**config.mk**
```make
export PLATFORM = sky130hd
export DESIGN_NAME = rce_fifo
export DESIGN_NICKNAME = d
export VERILOG_FILES = /design/src/rce_pkg.sv /design/src/rce_fifo.sv
export SDC_FILE = /design/constraint.sdc
export NUM_CORES = 1
export LEC_CHECK = 0
export ABC_AREA = 1
export BUFFER_PORTS_ARGS = -buffer_cell sky130_fd_sc_hd__buf_2
export CORE_AREA = 2 2 89 113
export CTS_CLUSTER_SIZE = 25
export DETAILED_ROUTE_END_ITERATION = 12
export DIE_AREA = 0 0 91 115
export GPL_TIMING_DRIVEN = 0
export PLACE_DENSITY = 0.83
export SYNTH_ARGS = -nofsm -noshare
export SYNTH_HDL_FRONTEND = slang
export SYNTH_SLANG_ARGS = --single-unit
```
**constraint.sdc**
```tcl
create_clock -name clk -period 5.3 [get_ports clk]
set_input_delay 0.265 -clock clk [delete_from_list [all_inputs] [get_ports clk]]
set_output_delay 0.265 -clock clk [all_outputs]
set_load 0.1 [all_outputs]
```
**src/rce_pkg.sv**
```systemverilog
// Shared types and constants of the rank correlation engine.
package rce_pkg;

  typedef struct packed {
    logic signed [31:0] pred;
    logic signed [31:0] tgt;
    logic               last;
    logic               keep;
    logic               ovf;
  } rce_item_t;

  typedef struct packed {
    logic        rank_mode;
    logic [31:0] var_floor;
  } rce_cfg_t;

  typedef struct packed {
    logic signed [15:0] corr;
    logic               degen;
    logic               ovf;
    logic [6:0]         count;
  } rce_result_t;

  localparam int unsigned CFG_IDX_W = 1;
  localparam logic [CFG_IDX_W-1:0] CFG_RANK_MODE = 1'd0;
  localparam logic [CFG_IDX_W-1:0] CFG_VAR_FLOOR = 1'd1;

  localparam int unsigned SQ_W = 64;
  localparam logic [SQ_W-1:0] SQ_BIT_INIT = 64'h4000_0000_0000_0000;

  localparam int unsigned DIV_NUM_W = 56;
  localparam int unsigned DIV_CNT_W = 6;
  localparam logic [DIV_CNT_W-1:0] DIV_LAST = 6'd55;
  localparam int unsigned REM_W = 33;
  localparam int unsigned FRAC_SH = 15;
  localparam logic [40:0] CM_LIMIT = 41'h100_0000_0000;
  localparam logic [DIV_NUM_W-1:0] POS_MAX = 56'd32767;
  localparam logic [DIV_NUM_W-1:0] NEG_MAX = 56'd32768;

endpackage

```
**src/rce_fifo.sv**
```systemverilog
// Two-entry request queue between the front and the back.
module rce_fifo import rce_pkg::*; (
  input  logic      clk,
  input  logic      rst_n,
  input  logic      push,
  input  rce_item_t push_item,
  output logic      full,
  input  logic      pop,
  output rce_item_t pop_item,
  output logic      empty
);

  rce_item_t  ent_r [2];
  logic       wp_r;
  logic       rp_r;
  logic [1:0] cnt_r;

  assign full     = (cnt_r == 2'd2);
  assign empty    = (cnt_r == 2'd0);
  assign pop_item = ent_r[rp_r];

  always_ff @(posedge clk) begin
    if (push) begin
      ent_r[wp_r] <= push_item;
    end
  end

  always_ff @(posedge clk) begin
    if (!rst_n) begin
      wp_r  <= 1'b0;
      rp_r  <= 1'b0;
      cnt_r <= 2'd0;
    end else begin
      if (push) wp_r <= ~wp_r;
      if (pop) rp_r <= ~rp_r;
      case ({push, pop})
        2'b10:   cnt_r <= cnt_r + 2'd1;
        2'b01:   cnt_r <= cnt_r - 2'd1;
        default: cnt_r <= cnt_r;
      endcase
    end
  end

endmodule

```
# Word-level counts from Yosys, hierarchy flattened
# Memories as Yosys holds them, arrays and structs flattened. A register that Yosys moved wholly into a read port is not among the register bits.
# Index checks and enable logic that the tools add are counted.
# Widths: inputs -> output; s select.
# totals
register_bits,4
latch_bits,0
mem_bits_rw,134
romBits,0
in_bits,71
out_inout_bits,69
wordCells,18
mem_count,1
# op_classes
n_addsub,2
n_mul,0
div,0
magnitude_cmp,0
n_eq_ne,3
n_shift,0
n_mux,5
n_bitwise,2
n_reduce_logical,2
# mem_list
name,depth,word_bits,rd,rd_ports_with_merged_regs,write_ports,line,source
ent_r,2,67,1,1,1,rce_fifo.sv:13,rce_item_t ent_r [2];
# op_table
op,n
$eq 2x2->1 const B,2
$mux 1,4
$pmux 2 s2,1
$add 2x1->2 const B,1
$eq 2x1->1 const B,1
$logic_not 2->1,1
$not 1->1,2
$reduce_bool 2->1,1
$sub 2x1->2 const B,1

# Logic depth before layout (Yosys ltp)
# Gate-level depths: netlist (run 1).
# logic_depth
depth_word,3
mapped_depth,7
ltp_nobuf,7

# Least setup slack after synthesis (run 1)
# OpenSTA, ideal clock, no wires.
# synth_path
path_kind,input-to-reg
startpoint,in push
endpoint,mem ent_r[0][0] in the netlist's numbering (enable)
setup_ps,494
arrival_time_ps,3134
t_required_ps,4806
slack_ps,1672
path_stages,2
path_buffers,0
cell_sequence,inv_1 -> nor2_1
# synth_via
elab_chain_len,2
# synth_lines
element,line,source
"start, declared",rce_fifo.sv:5,"input logic push,"
$mux 1,rce_fifo.sv:23,if (push) begin
$mux 1 (implied by the code),rce_fifo.sv:24,ent_r[wp_r] <= push_item;
"end, declared",rce_fifo.sv:13,
# No other way between the ends.

==> out/results.ini, run 1 <==
[run_status]
status=complete, no violations

[die]
initial_core_util_pct=55.0
fp.dieW_um=91
core_area_sq_um=9410
num_io_pins=140
die_h_um=115
rows=40
dieArea_sq_um=10500

[critical_path]
cp-start-kind=register
cp.arrival_ps=1830
criticalPathCategory=reg2out
end_kind=output pin
required_ps=5040
r2r_slack_ps=3690
crit_path_max_fanout=10

[timing]
slew_headroom_pct=43.7
fin_crit_sh_pct=39.5
fin_crit_ps=2090
setup-violations-final=0
fin_hold_ws_ps=40.6
final-hold-violation-count=0
fmaxAchievable_mhz=478
drv_slew=0
rsz0062_at_grt=no
setup_tns_ps=0
worstMarginPinSlew_ps=845
skew_ps=8.31

[global_route]
grtUsageMet3_pct=6.95
top_usage_layer=met2
met1_usage_pct=18.1
grt_pass1_wl_um=13700
grt_pass1_vias=2886
grt_use_total_pct=17.9
grt_max_degree=68
antenna_found_initial=0
use_met2_pct=31.9
overflow=0

[drt]
drt_first_pass_iters=4
via_per_inst=4.99
route.vias.total=2703
routedWlPerCell_um=16.6
dr.first_iter.drc_count=155
postRouteAntennaNets=0
drc=0
drt-total-wl_um=9000

[clocking]
cts-hold-fix-buffers=0
cts_setup_buffers=0
clockRootBuffer=clkbuf_16
cts_resized=0
cts-htree-levels=4
clock_latency_ps=410
clk_path_buf_depth=2
path_clk_slew_ps=60
cts_tree=built
numCtsBuffers=17
cts_sinks=139

[final_layout]
final_cells=542
final_common_cell=buf_2
syn2layout_area_growth_pct=28.7
layout_common_cells=buf_2, edfxtp_1, mux2_2, mux2_4, clkbuf_16
antenna_cells=0
drive_above_1_share_pct=59.4
nets=475

[yosys]
yosysWarnings=0
synth_area_per_cell_sq_um=21.3
synth_area_sq_um=5170
synthCells=243
syn_nets=315
ys_seq_elements=139
synth.yosys.seq_area_share_pct=79.7
synthDistinctLibCells=14

[power_and_ir_drop]
cellPowerDensity_nw_per_um2=449
p_leak_nw=2.63
power_mw=2.99
ir_drop_mv=0.335

[placement]
io_buffers=139
dp_cells=510
dp_hpwl_um=5900
gp_congestion=0.689

[min_path]
hp-class=in2reg

[flow_run]
drv_cap=0

kinds of logic (layout without fill, tap and decap cells):
kind of cell | count (synthesis) | count (layout) | synth area share [%]
flip-flops | 139 | 139 | 79.7
adder cells (fa/ha/maj) | 1 | 1 | 0.242
multiplexers | 67 | 67 | 16.8
buffers and inverters | 13 | 186 | 1.52
AO/OA/AOI/OAI | 2 | 2 | 0.193
AND/OR/NAND/NOR | 21 | 21 | 1.57
metal layers:
metal	routed length, um	up-vias
li1	-	1266
met1	3270	1314
met2	4950	106
met3	551	17
met4	221	0
met5	0	-
cell usage after synthesis, drive strengths merged:
cell type | number | area [sq um]
edfxtp | 134 | 4020
mux2 | 67 | 867
nor2 | 12 | 45.0
nand2 | 8 | 30.0
buf | 7 | 56.3
inv | 6 | 22.5
dfxtp | 5 | 100
a21oi | 1 | 5.00
ha | 1 | 12.5
nand4 | 1 | 6.26
o21ai | 1 | 5.00
flip-flops by register name (all words and copies together), names as in the netlist, named ones only:
signal / count
rp_r: 1
wp_r: 1
ent_r: 134
cnt_r: 2
report_power, final:
group | total, mW | switching [mW] | leakage, nW | internal, mW
clock | 1.13 | 0.420 | 0.275 | 0.715
sequential | 1.29 | 0.0162 | 1.30 | 1.27
combinational | 0.570 | 0.450 | 1.05 | 0.120
total | 2.99 | 0.886 | 2.63 | 2.11
critical path, cell delays in order, from the launching register on:
cell	delay [ps]
dfxtp_1	380
buf_4	230
buf_6	200
mux2_4	320
buf_2	290
per-stage QoR:
step / utilization (%) / worst slack (ps) / cell area (sq um)
after global placement: 64.1 / 142 / 6030
after floorplan: - / 1670 / 5170
after CTS: 70.8 / 3150 / 6660
after global routing: 70.8 / 3100 / 6660
final: 70.8 / 3210 / 6660
after detailed placement: 64.6 / 3600 / 6080
path summary, 6_finish.rpt:
path                              start                      to  cells after the start
hold / removal            push_item[51]  ent_r[0][51]$_DFFE_PP_                      1
setup reg to reg      wp_r$_SDFFE_PN0P_  ent_r[1][30]$_DFFE_PP_                      2
hold reg to reg   cnt_r[1]$_SDFFE_PN0P_   cnt_r[1]$_SDFFE_PN0P_                      2
setup / recovery               register            pop_item[53]                      4
layout make-up:
| class | count | area [sq um] |
|---|---|---|
| Clock buffer | 21 | 460 |
| Multi-Input combinational cell | 91 | 978 |
| Fill cell | 629 | 2750 |
| Sequential cell | 139 | 4120 |
| Tap cell | 126 | 158 |
| Clock inverter | 11 | 123 |
| Inverter | 6 | 25.0 |
| Timing Repair Buffer | 141 | 736 |
| Buffer | 7 | 56.3 |
Note: power is estimated with default switching activity, not from simulation.
==> inputs of run 2 (changes only) <==
Settings changed: CORE_AREA 2 2 89 113 to 2 2 97 123, DIE_AREA 0 0 91 115 to 0 0 99 125, PLACE_DENSITY 0.83 to 0.74.
Clock period 5.3 ns to 1.8 ns, I/O delays scaled along.
==> out/results.ini, run 2 (synthesis gave the netlist of run 1 again) <==
[run_status]
status=complete, no violations

[die]
initial_core_util_pct=45.8
num_io_pins=140
fp.dieW_um=99
rows=44
dieArea_sq_um=12400
die_h_um=125
core_area_sq_um=11300

[power_and_ir_drop]
power_frac_clock_pct=41.1
pwr-share-seq_pct=39.0
power_switching_mw=2.68
ir_drop_mv=0.931
p_sw_share_pct=27.5
p_leak_nw=3.07
cellPowerDensity_nw_per_um2=1250
pwr-share-comb_pct=19.9
internal-power_mw=7.04

[drt]
drc=0
route.vias.total=2973
drt_first_pass_iters=4
postRouteAntennaNets=0
via_per_inst=4.74
dr.first_iter.drc_count=107
drt-total-wl_um=10100
routedWlPerCell_um=16.1

[critical_path]
r2r_start=wp_r$_SDFFE_PN0P_
cp.arrival_ps=2030
cp-endpoint=wp_r$_SDFFE_PN0P_
cp-start-kind=register
r2r_end=wp_r$_SDFFE_PN0P_
required_ps=2080
crit_path_max_fanout=3
end_kind=register
r2r_slack_ps=50
crit_start=wp_r$_SDFFE_PN0P_
criticalPathCategory=reg2reg
rr_worst_depth=5

[timing]
drv_slew=0
rsz0062_at_grt=yes
fin_crit_ps=1750
setup_tns_ps=0
slew_headroom_pct=53.4
setup-violations-final=0
fin_crit_sh_pct=97.2
final-hold-violation-count=0
fin_hold_ws_ps=223
fin_ws_ps=50.7
skew_ps=5.97
worstMarginPinSlew_ps=698
fmaxAchievable_mhz=572

[clocking]
path_clk_slew_ps=60
cts_tree=built
numCtsBuffers=17
cts_sinks=139
clock_latency_ps=400
clk_path_buf_depth=2
clockRootBuffer=clkbuf_16
cts-htree-levels=4

[global_route]
overflow=0
grt_use_total_pct=15.9
grt_pass1_wl_um=15100
antenna_found_initial=0
grt_pass1_vias=3149
grt_max_degree=39

[final_layout]
syn2layout_area_growth_pct=50.3
final_common_cell=edfxtp_1
nets=548
largest_reg_flops=134
top_regs=ent_r: 134 flops, cnt_r: 2 flops
top_register=ent_r
drive_above_1_share_pct=51.1
layout_common_cells=edfxtp_1, buf_2, dlygate4sd3_1, mux2_2, buf_6
antenna_cells=0

[flow_run]
drv_cap=0

[placement]
io_buffers=139
dp_hpwl_um=5790
gp_congestion=0.683
pre_cts_ws_ps=37.3

[min_path]
hp-start=push
hp-class=in2reg

-- run 2: changes by cell type in the layout (fill, tap and decap cells not counted), moves of 2 or more --
cell           change
dlygate4sd3_1     +71
buf_2             -48
buf_6             +28
buf_4              +9
clkbuf_4           +8
bufinv_16          +5
buf_8              +3
buf_12             +2
clkbuf_8           -2
clkinv_2           -2
clkinvlp_4         -2
dfxtp_1            -2
dfxtp_2            +2
-- run 2: worst min path at each step --
stage          slack (ps)  cells past startpoint                endpoint
2_1_floorplan         190                      0   ent_r[0][0]$_DFFE_PP_
3_3_place_gp          280                      1  ent_r[0][12]$_DFFE_PP_
3_5_place_dp          280                      1  ent_r[0][24]$_DFFE_PP_
4_1_cts               210                      4   cnt_r[0]$_SDFFE_PN0P_
5_1_grt               240                      3  ent_r[0][66]$_DFFE_PP_
6_report              220                      4   cnt_r[0]$_SDFFE_PN0P_
-- run 2: critical path, stage by stage, from the launching register on --
cell and delay [ps]:
dfxtp_2 360, nand2_2 80, nand2_1 60, dlygate4sd3_1 550, nor2_1 40, dlygate4sd3_1 550
-- run 2: layer usage --
layer	track usage, %	routed length (um)	vias up
met5	0	0	-
met4	5.56	101	0
met3	5.09	556	11
met2	29.3	5620	103
met1	17.0	3810	1447
li1	-	-	1412
-- run 2: metrics by stage --
step | instance area (sq um) | instances | util [%] | power (mW)
2_1_floorplan | 5190 | 243 | - | 5.25
3_3_place_gp | 6060 | 520 | 53.7 | 5.50
3_5_place_dp | 6120 | 523 | 54.2 | 5.55
4_1_cts | 7630 | 627 | 67.6 | 9.70
5_1_grt | 7780 | 627 | 68.9 | 9.97
6_report | 7780 | 627 | 68.9 | 9.72
-- run 2: power by group through the flow --
stage	combinational (mW)	clock (mW)	sequential, mW
2_1_floorplan	1.40	0	3.84
3_3_place_gp	1.65	0	3.85
3_5_place_dp	1.69	0	3.85
4_1_cts	1.88	4.04	3.79
5_1_grt	2.00	4.17	3.80
6_report	1.94	3.99	3.79
-- run 2: layout make-up --
| cell class | count | area, sq um |
|---|---|---|
| sequential | 139 | 4130 |
| fill | 713 | 3510 |
| timing repair buffer | 214 | 1710 |
| multi-input combinational | 91 | 981 |
| clock buffer | 20 | 437 |
| clock inverter | 12 | 244 |
| tap | 138 | 173 |
| buffer | 7 | 78.8 |
| inverter | 6 | 26.3 |
-- run 2: what timing repair did --
item / 4_1_cts / 5_1_grt
hold buffers: 71 / 0
resized for setup: 39 / 49
endpoints found under the hold margin: 139 / 0
setup buffers: 1 / 0
endpoints found under the setup margin: 62 / 92
