==> src/rce_pkg.sv <==
// Shared types and constants of the rank correlation engine.
package rce_pkg;

  typedef struct packed {
    logic signed [31:0] pred;
    logic signed [31:0] tgt;
    logic               last;
    logic               keep;
    logic               ovf;
  } rce_item_t;

  typedef struct packed {
    logic        rank_mode;
    logic [31:0] var_floor;
  } rce_cfg_t;

  typedef struct packed {
    logic signed [15:0] corr;
    logic               degen;
    logic               ovf;
    logic [6:0]         count;
  } rce_result_t;

  localparam int unsigned CFG_IDX_W = 1;
  localparam logic [CFG_IDX_W-1:0] CFG_RANK_MODE = 1'd0;
  localparam logic [CFG_IDX_W-1:0] CFG_VAR_FLOOR = 1'd1;

  localparam int unsigned SQ_W = 64;
  localparam logic [SQ_W-1:0] SQ_BIT_INIT = 64'h4000_0000_0000_0000;

  localparam int unsigned DIV_NUM_W = 56;
  localparam int unsigned DIV_CNT_W = 6;
  localparam logic [DIV_CNT_W-1:0] DIV_LAST = 6'd55;
  localparam int unsigned REM_W = 33;
  localparam int unsigned FRAC_SH = 15;
  localparam logic [40:0] CM_LIMIT = 41'h100_0000_0000;
  localparam logic [DIV_NUM_W-1:0] POS_MAX = 56'd32767;
  localparam logic [DIV_NUM_W-1:0] NEG_MAX = 56'd32768;

endpackage

==> src/rce_front.sv <==
// Front end: accepts pairs and marks each as kept or dropped for capacity.
module rce_front import rce_pkg::*; #(
  parameter int unsigned MAX_PAIRS = 64
) (
  input  logic               clk,
  input  logic               rst_n,
  input  logic               in_valid,
  output logic               in_ready,
  input  logic signed [31:0] in_prediction,
  input  logic signed [31:0] in_target,
  input  logic               in_last,
  input  logic               q_full,
  output logic               q_push,
  output rce_item_t          q_item
);

  localparam int unsigned NW = $clog2(MAX_PAIRS + 1);

  logic [NW-1:0] cnt_r, cnt_nxt;
  logic          ovf_r, ovf_nxt;
  logic          keep;

  assign in_ready = !q_full;
  assign q_push   = in_valid && in_ready;
  assign keep     = (cnt_r < NW'(MAX_PAIRS));
  assign q_item   = '{pred: in_prediction, tgt: in_target, last: in_last,
                      keep: keep, ovf: ovf_r | !keep};

  always_comb begin
    cnt_nxt = cnt_r;
    ovf_nxt = ovf_r;
    if (q_push) begin
      if (in_last) begin
        cnt_nxt = '0;
        ovf_nxt = 1'b0;
      end else if (keep) begin
        cnt_nxt = cnt_r + 1'b1;
      end else begin
        ovf_nxt = 1'b1;
      end
    end
  end

  always_ff @(posedge clk) begin
    if (!rst_n) begin
      cnt_r <= '0;
      ovf_r <= 1'b0;
    end else begin
      cnt_r <= cnt_nxt;
      ovf_r <= ovf_nxt;
    end
  end

endmodule

==> config.mk <==
export PLATFORM = sky130hd
export DESIGN_NAME = rce_front
export DESIGN_NICKNAME = d
export VERILOG_FILES = /design/src/rce_pkg.sv /design/src/rce_front.sv
export SDC_FILE = /design/constraint.sdc
export NUM_CORES = 1
export LEC_CHECK = 0
export BUFFER_PORTS_ARGS = -buffer_cell sky130_fd_sc_hd__buf_4
export CORE_ASPECT_RATIO = 1.1
export CORE_UTILIZATION = 30
export CTS_BUF_LIST = sky130_fd_sc_hd__clkbuf_4
export DETAILED_ROUTE_END_ITERATION = 16
export GPL_TIMING_DRIVEN = 0
export PLACE_DENSITY_LB_ADDON = 0.3
export SETUP_SLACK_MARGIN = 0.4
export SYNTH_ARGS = -nofsm -noshare
export SYNTH_HDL_FRONTEND = slang
export SYNTH_SLANG_ARGS = --single-unit
==> constraint.sdc <==
create_clock -name clk -period 1.54 [get_ports clk]
set_input_delay 0.308 -clock clk [delete_from_list [all_inputs] [get_ports clk]]
set_output_delay 0.308 -clock clk [all_outputs]
set_load 0.1 [all_outputs]
; ---- Yosys cells after proc, flatten, opt, wreduce, memory -nomap -nowiden
; Cells that the tools add are included.
[word_totals]
latch_bits = 0
rom_bits = 0
mem_bits_rw = 0
reg_bits = 8
memories = 0
wordCells = 16
input_bits = 69
output_inout_bits = 69
[classes]
div = 0
bitwise = 1
n_reduce_logical = 6
eq_ne = 1
addsub = 1
multipliers = 0
n_lt_le_gt_ge = 1
n_mux = 4
n_shift = 0
[ops]
columns = cell, n
row1 = 2-to-1 mux 7 bit, 2
row2 = "adder 7 x 1 -> 7 bit, second input constant", 1
row3 = "less-than comparator 7 bit, second input constant", 1
row4 = AND reduction 2 bit, 2
row5 = logical NOT 1 bit, 2
row6 = 2-to-1 mux 1 bit, 2
row7 = "inequality test 2 x 1 -> 1 bit, second input constant", 1
row8 = nonzero test 2 bit, 1
row9 = logical AND 1 bit, 1
row10 = bitwise OR 1 bit, 1

; ---- Longest topological paths before layout
; Gate-level depths: netlist of run 1.
[logic_depth]
depth_word = 3
mapped_depth = 5
mapped_depth_nobuf = 4

; ---- Worst setup path before layout of run 1
; OpenSTA, ideal clock, no wires.
[synth_timing]
path_type = input to register
start = input port q_full
end = register cnt_r[1]
path_slack_ps = -20
arrival_ps = 1485
path_stages = 5
required_time_ps = 1464
setup_ps = 76
cell_sequence = nand2b_4 > buf_6 > inv_1 > nand3_1 > a21boi_0
[synth_via]
elab_chain_len = 3
[synth_rtl]
columns = item, line_no
row1 = from (decl), rce_front.sv:12  ; input logic q_full,
row2 = logical NOT 1 bit, rce_front.sv:23  ; assign in_ready = !q_full;
row3 = logical AND 1 bit, rce_front.sv:24  ; assign q_push = in_valid && in_ready;
row4 = via q_push, rce_front.sv:13  ; output logic q_push,
row5 = AND reduction 2 bit (no source line), n/a
row6 = to (signal assigned), rce_front.sv:49  ; cnt_r <= cnt_nxt;
row7 = to (decl), rce_front.sv:19  ; logic [NW-1:0] cnt_r, cnt_nxt;
; The timed path passes the listed nets, and every way through them passes these cells.
; A chain may end at the register's enable or synchronous reset.

; ---- Worst setup path in the final report of run 1
[layout_timing]
start = register cnt_r[1]
end = register cnt_r[2]
[layout_via]
elab_chain_len = 3
[layout_rtl]
columns = item, line_no
row1 = adder 7 x 1 -> 7 bit / less-than comparator 7 bit (equally long branches), "rce_front.sv:37, rce_front.sv:25"
row2 = 2-to-1 mux 7 bit / nonzero test 2 bit (equally long branches), n/a
row3 = 2-to-1 mux 7 bit / AND reduction 2 bit (equally long branches), n/a
; Parallel ways exist; a longest one is shown, timed or not. The select of a mux whose other input is x is not followed.

==> impl_metrics.ini, run 1 <==
[clock_network]
holdBufCountCts = 0
clk_path_buf_depth = 2
cts_tree = built
worstSkewPairLatency_ps = 260
htreeDepth = 1
path_clk_slew_ps = 60
cts_sinks = 8
clockRootBuffer = clkbuf_4
cts_made_buffers = 3

[sta]
setup_viol = 0
fin_crit_ps = 1310
fmax_ghz = 0.763
fin_crit_sh = 0.851
final-max-slew-violation-count = 0
rsz0062_at_grt = yes
fin_skew_ps = 4.75
hold_viol_final = 0
slew-limit-headroom = 0.777
tightest_slew_ps = 332
setup-tns-final_ps = 0

[global_route]
grt-ovfl-total = 0
grt_max_degree = 9
antenna_found_initial = 0
grt_util_all_layers = 0.141
grt_pass1_wl_um = 3270
grt_pass1_vias = 795

[flow_run]
maxCapViolCount = 0

[placement]
dp_hpwl_um = 1860
gp_congestion = 0.716
dpl-instance-area_um2 = 1510
portBuffers = 73

[power_and_ir_drop]
power.density_nw_per_um2 = 810
power_leakage_nw = 0.880
ir_worst_vdd_v = 0.000563

[outcome]
outcome = completed

[hold_path]
hold_class = in2reg
worst_hold_path.endpoint = cnt_r[1]
hold_start = rst_n
whs_path_depth = 2

[yosys]
yosys_register_bits = 8
synthesis.area_um2 = 913
synth_compound_area_frac = 0.0671
synth-seq-area-share = 0.175
synthAdderAreaFrac = 0.0137
ys.warnings.count = 0
synth_ff_type = dfxtp_1
post-synth-top-area-fraction = 0.542
synth_xor_area_frac = 0
synth_simple_gate_area_frac = 0.151
ys_top_cells_by_area = buf_4, dfxtp_1, nand3b_1, nand3_1, mux2i_1
synth_nets = 184
synthArstFlopShare = 0
synth.area.mux_share = 0.0219
yosys.area.top_type = buf_4
syn_inst = 114
ys_types = 21
synth-edff-count = 0
syn_avg_cell_area_um2 = 8.01
synth_top_family_by_area = buffers and inverters

[final_layout]
fin_nets = 270
insertedDiodeCount = 0
post-route-util = 0.606
area_growth_pct = 87.7
finish.instance_area_um2 = 1710
drive_gt1_frac = 0.838

[setup_path]
cp_max_fo = 3
cp.required_ps = 1730
cp_top_family = simple AND/OR/NAND/NOR gates
rr_worst_depth = 4
worstPathArrival_ps = 1500
end_kind = flop
slowest_delay_ps = 530
r2r-end = cnt_r[2]
regToRegSetupSlack_ps = 230
cp-start-kind = flop
crit_path_cell_trace = ha_4 -> inv_2 -> or4_1 -> a21oi_2
crit_slowest_cell = or4_1
worst-path-buf-inv = 1
crit_type = reg2reg
r2r_start = cnt_r[1]

[routing]
ant_nets = 0
routed_via_density = 4.31
drt-total-wl_um = 2470
drt-pass1-iter-count = 4
avgRoutedWirePerCell_um = 10.7
drt-initial-drc-count = 15
dr_total_vias = 995
drc = 0

[die]
die_x_um = 54.6
die_y_um = 59.9
floorplan.rows = 20
start_util = 0.323
core_area_um2 = 2830
ioPinCount = 138
die-area_um2 = 3270
[Yosys cell counts, drive strengths merged, types with 2 or more instances]
cell type,count
or4,2
nor2,2
inv,4
o21ai,2
mux2i,2
dfxtp,8
nand3,5
buf,67
a21oi,3
nand3b,4
nand2,3
nor4,2
a21boi,2
o31ai,2
[kinds of logic (layout without fill, tap and decap cells)]
logic type,after synthesis,count (layout)
buf+inv,71,155
simple gates,22,22
compound gates,10,10
flops,8,8
mux,2,2
fa+ha+maj,1,1
[area by class of cell]
type                       instances  area, µm²
timing repair buffer              81        664
multi-input combinational         35        287
buffer                            67        507
clock buffer                       3       22.5
sequential                         8        170
fill                             230       1110
tap                               33       41.3
inverter                           4       22.5
[what timing repair did]
item | in CTS | in global routing
gates resized for setup | 28 | 3
endpoints found under the setup margin | 7 | 9
endpoints found under the hold margin | 0 | 0
cloned | 0 | 0
buffers inserted | 7 | 1
pin swaps | 5 | 1
[worst max path at each step]
stage | end | start | depth (start not counted) | slack, ps
after floorplan | cnt_r[0] | q_full | 5 | 160
after global placement | q_push | q_full | 5 | 150
after detailed placement | q_push | q_full | 5 | 140
after CTS | q_item[0] | cnt_r[6] | 2 | 240
after global routing | cnt_r[2] | cnt_r[1] | 4 | 190
final | cnt_r[2] | cnt_r[1] | 4 | 230
[power by group]
part           switching [mW]  internal [mW]
Combinational           0.759          0.252
Sequential            0.00222          0.206
Clock                  0.0796         0.0898
[registers in the layout, summed over array words and instances (netlist names)]
signal / cells
ovf_r: 1
cnt_r: 7
[per-stage QoR]
stage,setup slack [ps],hold slack (ps),cells,power (mW)
CTS,237,343,230,1.39
finish,229,344,231,1.39
floorplan,159,429,114,1.05
global placement,146,441,220,1.20
detailed placement,141,452,220,1.20
global route,193,343,231,1.43
[cell usage in the layout, fill, tap and decap left out, types with 3 or more instances in the layout]
master,count
nand3_1,4
buf_4,140
nand2_1,3
dfxtp_1,4
clkbuf_4,3
buf_6,4
buf_12,3
nand3b_1,4
[routing by layer]
| metal | routed length, µm | track usage | vias up | part of all wire |
|---|---|---|---|---|
| met5 | 0 | 0 | - | 0 |
| met2 | 1470 | 0.270 | 81 | 0.59 |
| met3 | 273 | 0.0331 | 5 | 0.11 |
| met4 | 44 | 0.0952 | 0 | 0.018 |
| li1 | - | - | 477 | - |
| met1 | 683 | 0.122 | 432 | 0.28 |
(Power assumes the default switching activity.)
==> run 2, diff against run 1 <==
- BUFFER_PORTS_ARGS: -buffer_cell sky130_fd_sc_hd__buf_4 -> -buffer_cell sky130_fd_sc_hd__buf_2
==> run 2 against run 1 <==
Effect of this change:
- worst setup slack worse by 6.9 ps
- fmax down 0.53%
- sequential share of layout area is 1.4 points higher
- critical path depth is 1 higher
- clock-buffer cell count unchanged
- power shrank 5.5%
- register-to-register slack improved by 80 ps
- global-route usage shrank 0.82 points
- core utilization is 7.4 points lower
- clock skew is 2.1 ps lower
- sequential cell count unchanged
- design area is 12% lower
- critical path type is now in2out
- largest cell class unchanged
- highest routed layer unchanged
==> impl_metrics.ini, run 2 (synthesis results as in run 1) <==
[final_layout]
fin_cells = 228
drive_gt1_frac = 0.836
insertedDiodeCount = 0
top_regs = cnt_r x7, ovf_r x1
top_register = cnt_r
fin_nets = 267
fillers = 266
area_growth_pct = 64.7
final_common_cell = buf_4
final_cell_mix = buf_4, buf_2, nand3b_1, nand3_1, dfxtp_1
largest_reg_flops = 7

[sta]
fmax_ghz = 0.759
setup_viol = 0
slew-limit-headroom = 0.673
hold_viol_final = 0
rsz0062_at_grt = yes
setup-tns-final_ps = 0
final-max-slew-violation-count = 0
tightest_slew_ps = 494
fin_skew_ps = 2.69
fin_crit_ps = 1320
worst_slack_ps = 223
fin_crit_sh = 0.856

[die]
die_y_um = 59.9
die-area_um2 = 3270
core_area_um2 = 2830
start_util = 0.323
die_x_um = 54.6
floorplan.rows = 20
ioPinCount = 138

[placement]
dpl_worst_slack_ps = 3.41
gp_congestion = 0.741
portBuffers = 73
dp_cells = 220
dp_hpwl_um = 1710

[setup_path]
crit_path_cell_trace = buf_2 -> nand2b_4 -> buf_6 -> clkinvlp_4 -> buf_12
cp-start-kind = input port
crit_slowest_cell = buf_12
worstPathArrival_ps = 1010
end_kind = output port
cp_max_fo = 9
cp.required_ps = 1230
cp_top_family = buffers and inverters
crit_type = in2out
slowest_delay_ps = 180
worst-path-buf-inv = 4

[clock_network]
path_clk_slew_ps = 60
cts_made_buffers = 3
clk_path_buf_depth = 2
cts_tree = built
htreeDepth = 1
worstSkewPairLatency_ps = 260
clockRootBuffer = clkbuf_4
cts_sinks = 8

[power_and_ir_drop]
comb_power_share = 0.714
seqPwrFrac = 0.159
power.density_nw_per_um2 = 873
clkPwrFrac = 0.128
sw_frac_of_total = 0.633
power_leakage_nw = 0.800
ir_worst_vdd_v = 0.000570
p_int_mw = 0.482
switchingPower_mw = 0.831

[routing]
ant_nets = 0
avgRoutedWirePerCell_um = 9.64
drt-pass1-iter-count = 3
drt-initial-drc-count = 4
dr_total_vias = 954
drt-total-wl_um = 2200
routed_via_density = 4.18
drc = 0

[global_route]
grt_max_degree = 10
grt_util_all_layers = 0.133
grt_pass1_wl_um = 3030
antenna_found_initial = 0
grt_pass1_vias = 772
grt-ovfl-total = 0

[outcome]
outcome = completed

[hold_path]
hold_class = in2reg

[flow_run]
maxCapViolCount = 0
==> run 2: final timing paths <==
kind | to | slack, ps | cells after the start | startpoint
max | q_push | 220 | 5 | q_full
min | cnt_r[0] | 360 | 2 | rst_n
max reg2reg | cnt_r[3] | 310 | 3 | cnt_r[6]
min reg2reg | ovf_r | 480 | 2 | ovf_r
==> run 2: power groups by stage <==
| stage | Combinational [mW] | Sequential (mW) | Clock (mW) |
|---|---|---|---|
| after floorplan | 0.838 | 0.214 | 0 |
| after global placement | 0.922 | 0.214 | 0 |
| after detailed placement | 0.925 | 0.214 | 0 |
| after CTS | 0.937 | 0.210 | 0.175 |
| after global routing | 0.963 | 0.208 | 0.188 |
| final | 0.937 | 0.208 | 0.168 |
==> run 2: repair_timing <==
| action | 4_1_cts | 5_1_grt |
|---|---|---|
| pin swaps | 7 | 0 |
| endpoints found under the hold margin | 0 | 0 |
| cloned | 0 | 0 |
| gates resized for setup | 29 | 2 |
| setup endpoints to repair | 9 | 8 |
| buffers inserted | 4 | 1 |
| hold buffers | 0 | 0 |
==> run 2: layer usage <==
metal | vias to the layer above | track usage | share of wire
met5 | - | 0 | 0
met1 | 400 | 0.107 | 0.29
met4 | 0 | 0.0806 | 0.012
met2 | 78 | 0.250 | 0.57
li1 | 472 | - | -
met3 | 4 | 0.0585 | 0.13
==> run 2: layout make-up <==
class                      instances  area (µm²)  area share
inverter                           4        22.5      0.0150
buffer                            67         507       0.337
sequential                         8         170       0.113
multi-input combinational         35         288       0.191
clock buffer                       3        22.5      0.0150
tap                               33        41.3      0.0275
timing repair buffer              78         453       0.301
==> run 2: per-stage QoR <==
step | util | total power [mW] | instance area, µm² | hold WS [ps]
after floorplan | - | 1.05 | 921 | 429
after global placement | 0.469 | 1.14 | 1330 | 440
after detailed placement | 0.469 | 1.14 | 1330 | 465
after CTS | 0.527 | 1.32 | 1490 | 351
after global routing | 0.532 | 1.36 | 1500 | 362
final | 0.532 | 1.31 | 1500 | 360
==> run 3, diff against run 2 <==
- ABC_AREA: not set -> 1
- GPL_TIMING_DRIVEN: 0 -> not set
==> run 3 against run 2 <==
Effect of this change:
- area after synthesis decreased by 0.55%
- critical path depth down 2
- power shrank 64%
- die area fell by 0.53%
- critical endpoint is now q_item[0]
- clock-buffer cell count did not move
- via count down 48%
- synthesized cell count increased by 12%
- non-clock buffer count is 133 lower
- sequential cell count is the same
==> impl_metrics.ini, run 3 <==
[yosys]
yosys_register_bits = 8
synthArstFlopShare = 0
synth_common_cells = buf_4, nand2_1, dfxtp_1, inv_1, nor2_1
synth_ff_type = dfxtp_1
ys_top_cells_by_area = buf_4, dfxtp_1, nand2_1, inv_1, nor2_1
syn_avg_cell_area_um2 = 7.10
post-synth-top-area-fraction = 0.545
ys.warnings.count = 0
synth_nets = 198
synth-seq-area-share = 0.176
synthesis.area_um2 = 908
ys_types = 17
yosys.area.top_type = buf_4
syn_inst = 128
yosysMostFrequentCell = buf_4
synth-edff-count = 0

[power_and_ir_drop]
power_leakage_nw = 0.262
power.density_nw_per_um2 = 714
ir_worst_vdd_v = 0.000512

[clock_network]
clk_path_buf_depth = 2
path_clk_slew_ps = 60
htreeDepth = 1
holdBufCountCts = 0
cts_sinks = 8
cts_tree = built
clockRootBuffer = clkbuf_4
cts_made_buffers = 3
worstSkewPairLatency_ps = 250

[die]
ioPinCount = 138
floorplan.rows = 20
die-area_um2 = 3250
core_area_um2 = 2830
die_y_um = 59.7
die_x_um = 54.5
start_util = 0.321

[global_route]
use_met1 = 0.0866
grt_max_degree = 6
met3_usage = 0.0611
gr-max-usage-layer = met2
grt_util_all_layers = 0.0891
grt-ovfl-total = 0
grt_pass1_vias = 468
antenna_found_initial = 0
use_met2 = 0.129
grt_pass1_wl_um = 2060

[routing]
drt-total-wl_um = 1330
ant_nets = 0
avgRoutedWirePerCell_um = 12.1
drt-initial-drc-count = 3
drc = 0
drt-pass1-iter-count = 2
dr_total_vias = 497
routed_via_density = 4.52

[setup_path]
slowest_delay_ps = 330
crit_type = reg2out
cp.required_ps = 1230
crit_path_cell_trace = inv_2 -> nand2_2 -> buf_12
worstPathArrival_ps = 870
cp-start-kind = flop
crit_slowest_cell = dfxtp_2
end_kind = output port
cp_max_fo = 3
cp_top_family = flip-flops
worst-path-buf-inv = 2

[final_layout]
fillers = 311
final_common_cell = nand2_1
insertedDiodeCount = 0
fin_nets = 149
top_register = cnt_r
area_growth_pct = -28.1
final_cell_mix = nand2_1, inv_1, nor2_1, dfxtp_1
drive_gt1_frac = 0.442
top_regs = cnt_r x7, ovf_r x1
largest_reg_flops = 7
post-route-util = 0.231

[sta]
slew-limit-headroom = 0.816
setup-tns-final_ps = 0
fin_skew_ps = 1.66
rsz0062_at_grt = yes
fin_crit_ps = 1180
tightest_slew_ps = 278
fin_crit_sh = 0.766
final-max-slew-violation-count = 0
fmax_ghz = 0.848
hold_viol_final = 0
setup_viol = 0

[placement]
dp_hpwl_um = 1020
gp_congestion = 0.694
portBuffers = 9

[outcome]
outcome = completed

[hold_path]
hold_class = in2reg

[flow_run]
maxCapViolCount = 0
==> run 3: changes by cell type in the layout (fill, tap and decap cells not counted), sizes merged, moves of 4 or more <==
cell / previous run / this run
nor2: 2 / 10
nand3b: 4 / 0
buf: 145 / 12
nand3: 5 / 1
inv: 2 / 10
nand2: 3 / 21
==> run 3: timing repair <==
item	in CTS	in global routing
setup buffers	2	1
endpoints found under the hold margin	0	0
gates cloned	0	0
gates resized for setup	6	8
pin swaps	2	2
setup endpoints to repair	4	7
==> run 3: power breakdown <==
| part | switching (mW) | total [mW] | internal [mW] |
|---|---|---|---|
| clock | 0.0726 | 0.162 | 0.0893 |
| combinational | 0.0617 | 0.0925 | 0.0308 |
| sequential | 0.00281 | 0.212 | 0.209 |
| total | 0.137 | 0.466 | 0.329 |
==> run 3: final cells by class <==
type	instances	area (µm²)	share of cell area
inverters	10	52.6	0.0805
flip-flops and latches	8	164	0.251
well taps	33	41.3	0.0632
multi-input cells	44	245	0.375
clock buffers	3	22.5	0.0345
repair buffers	12	128	0.195
==> run 3: through the flow <==
stage | hold WS [ps] | area, µm² | instances | setup WS (ps) | total power [mW]
2_1_floorplan | 447 | 931 | 128 | 185 | 1.06
3_3_place_gp | 465 | 567 | 104 | 354 | 0.302
3_5_place_dp | 468 | 567 | 104 | 354 | 0.303
4_1_cts | 346 | 617 | 109 | 351 | 0.475
5_1_grt | 357 | 653 | 110 | 318 | 0.496
6_report | 349 | 653 | 110 | 361 | 0.466
==> run 3: cells by family (layout without fill, tap and decap cells) <==
kind of cell               count (synthesis)  in the layout  synth area share
and+or+nand+nor                           35             35             0.167
DFF                                        8              8             0.176
AOI/OAI and AO/OA                          8              8            0.0565
adders and majority gates                  1              1            0.0138
buffers and inverters                     76             25             0.587
==> run 3: final timing paths <==
kind	start	to	slack, ps	depth (start not counted)
worst max-delay path	cnt_r[6]	q_item[0]	360	3
worst min-delay path	rst_n	cnt_r[1]	350	3
worst max register to register	cnt_r[6]	cnt_r[5]	490	8
worst min register to register	ovf_r	ovf_r	470	2
==> run 3: worst reg2reg max path: cells and delay by family, from the launching register on <==
kind                   cells  cell delay [ps]
buffers and inverters      3              230
DFF                        1              320
and+or+nand+nor            5              460
==> run 3: per-layer routing <==
| metal | routed length, µm | part of all wire |
|---|---|---|
| met5 | 0 | 0 |
| met4 | 81 | 0.061 |
| met3 | 189 | 0.14 |
| met2 | 605 | 0.45 |
| met1 | 455 | 0.34 |
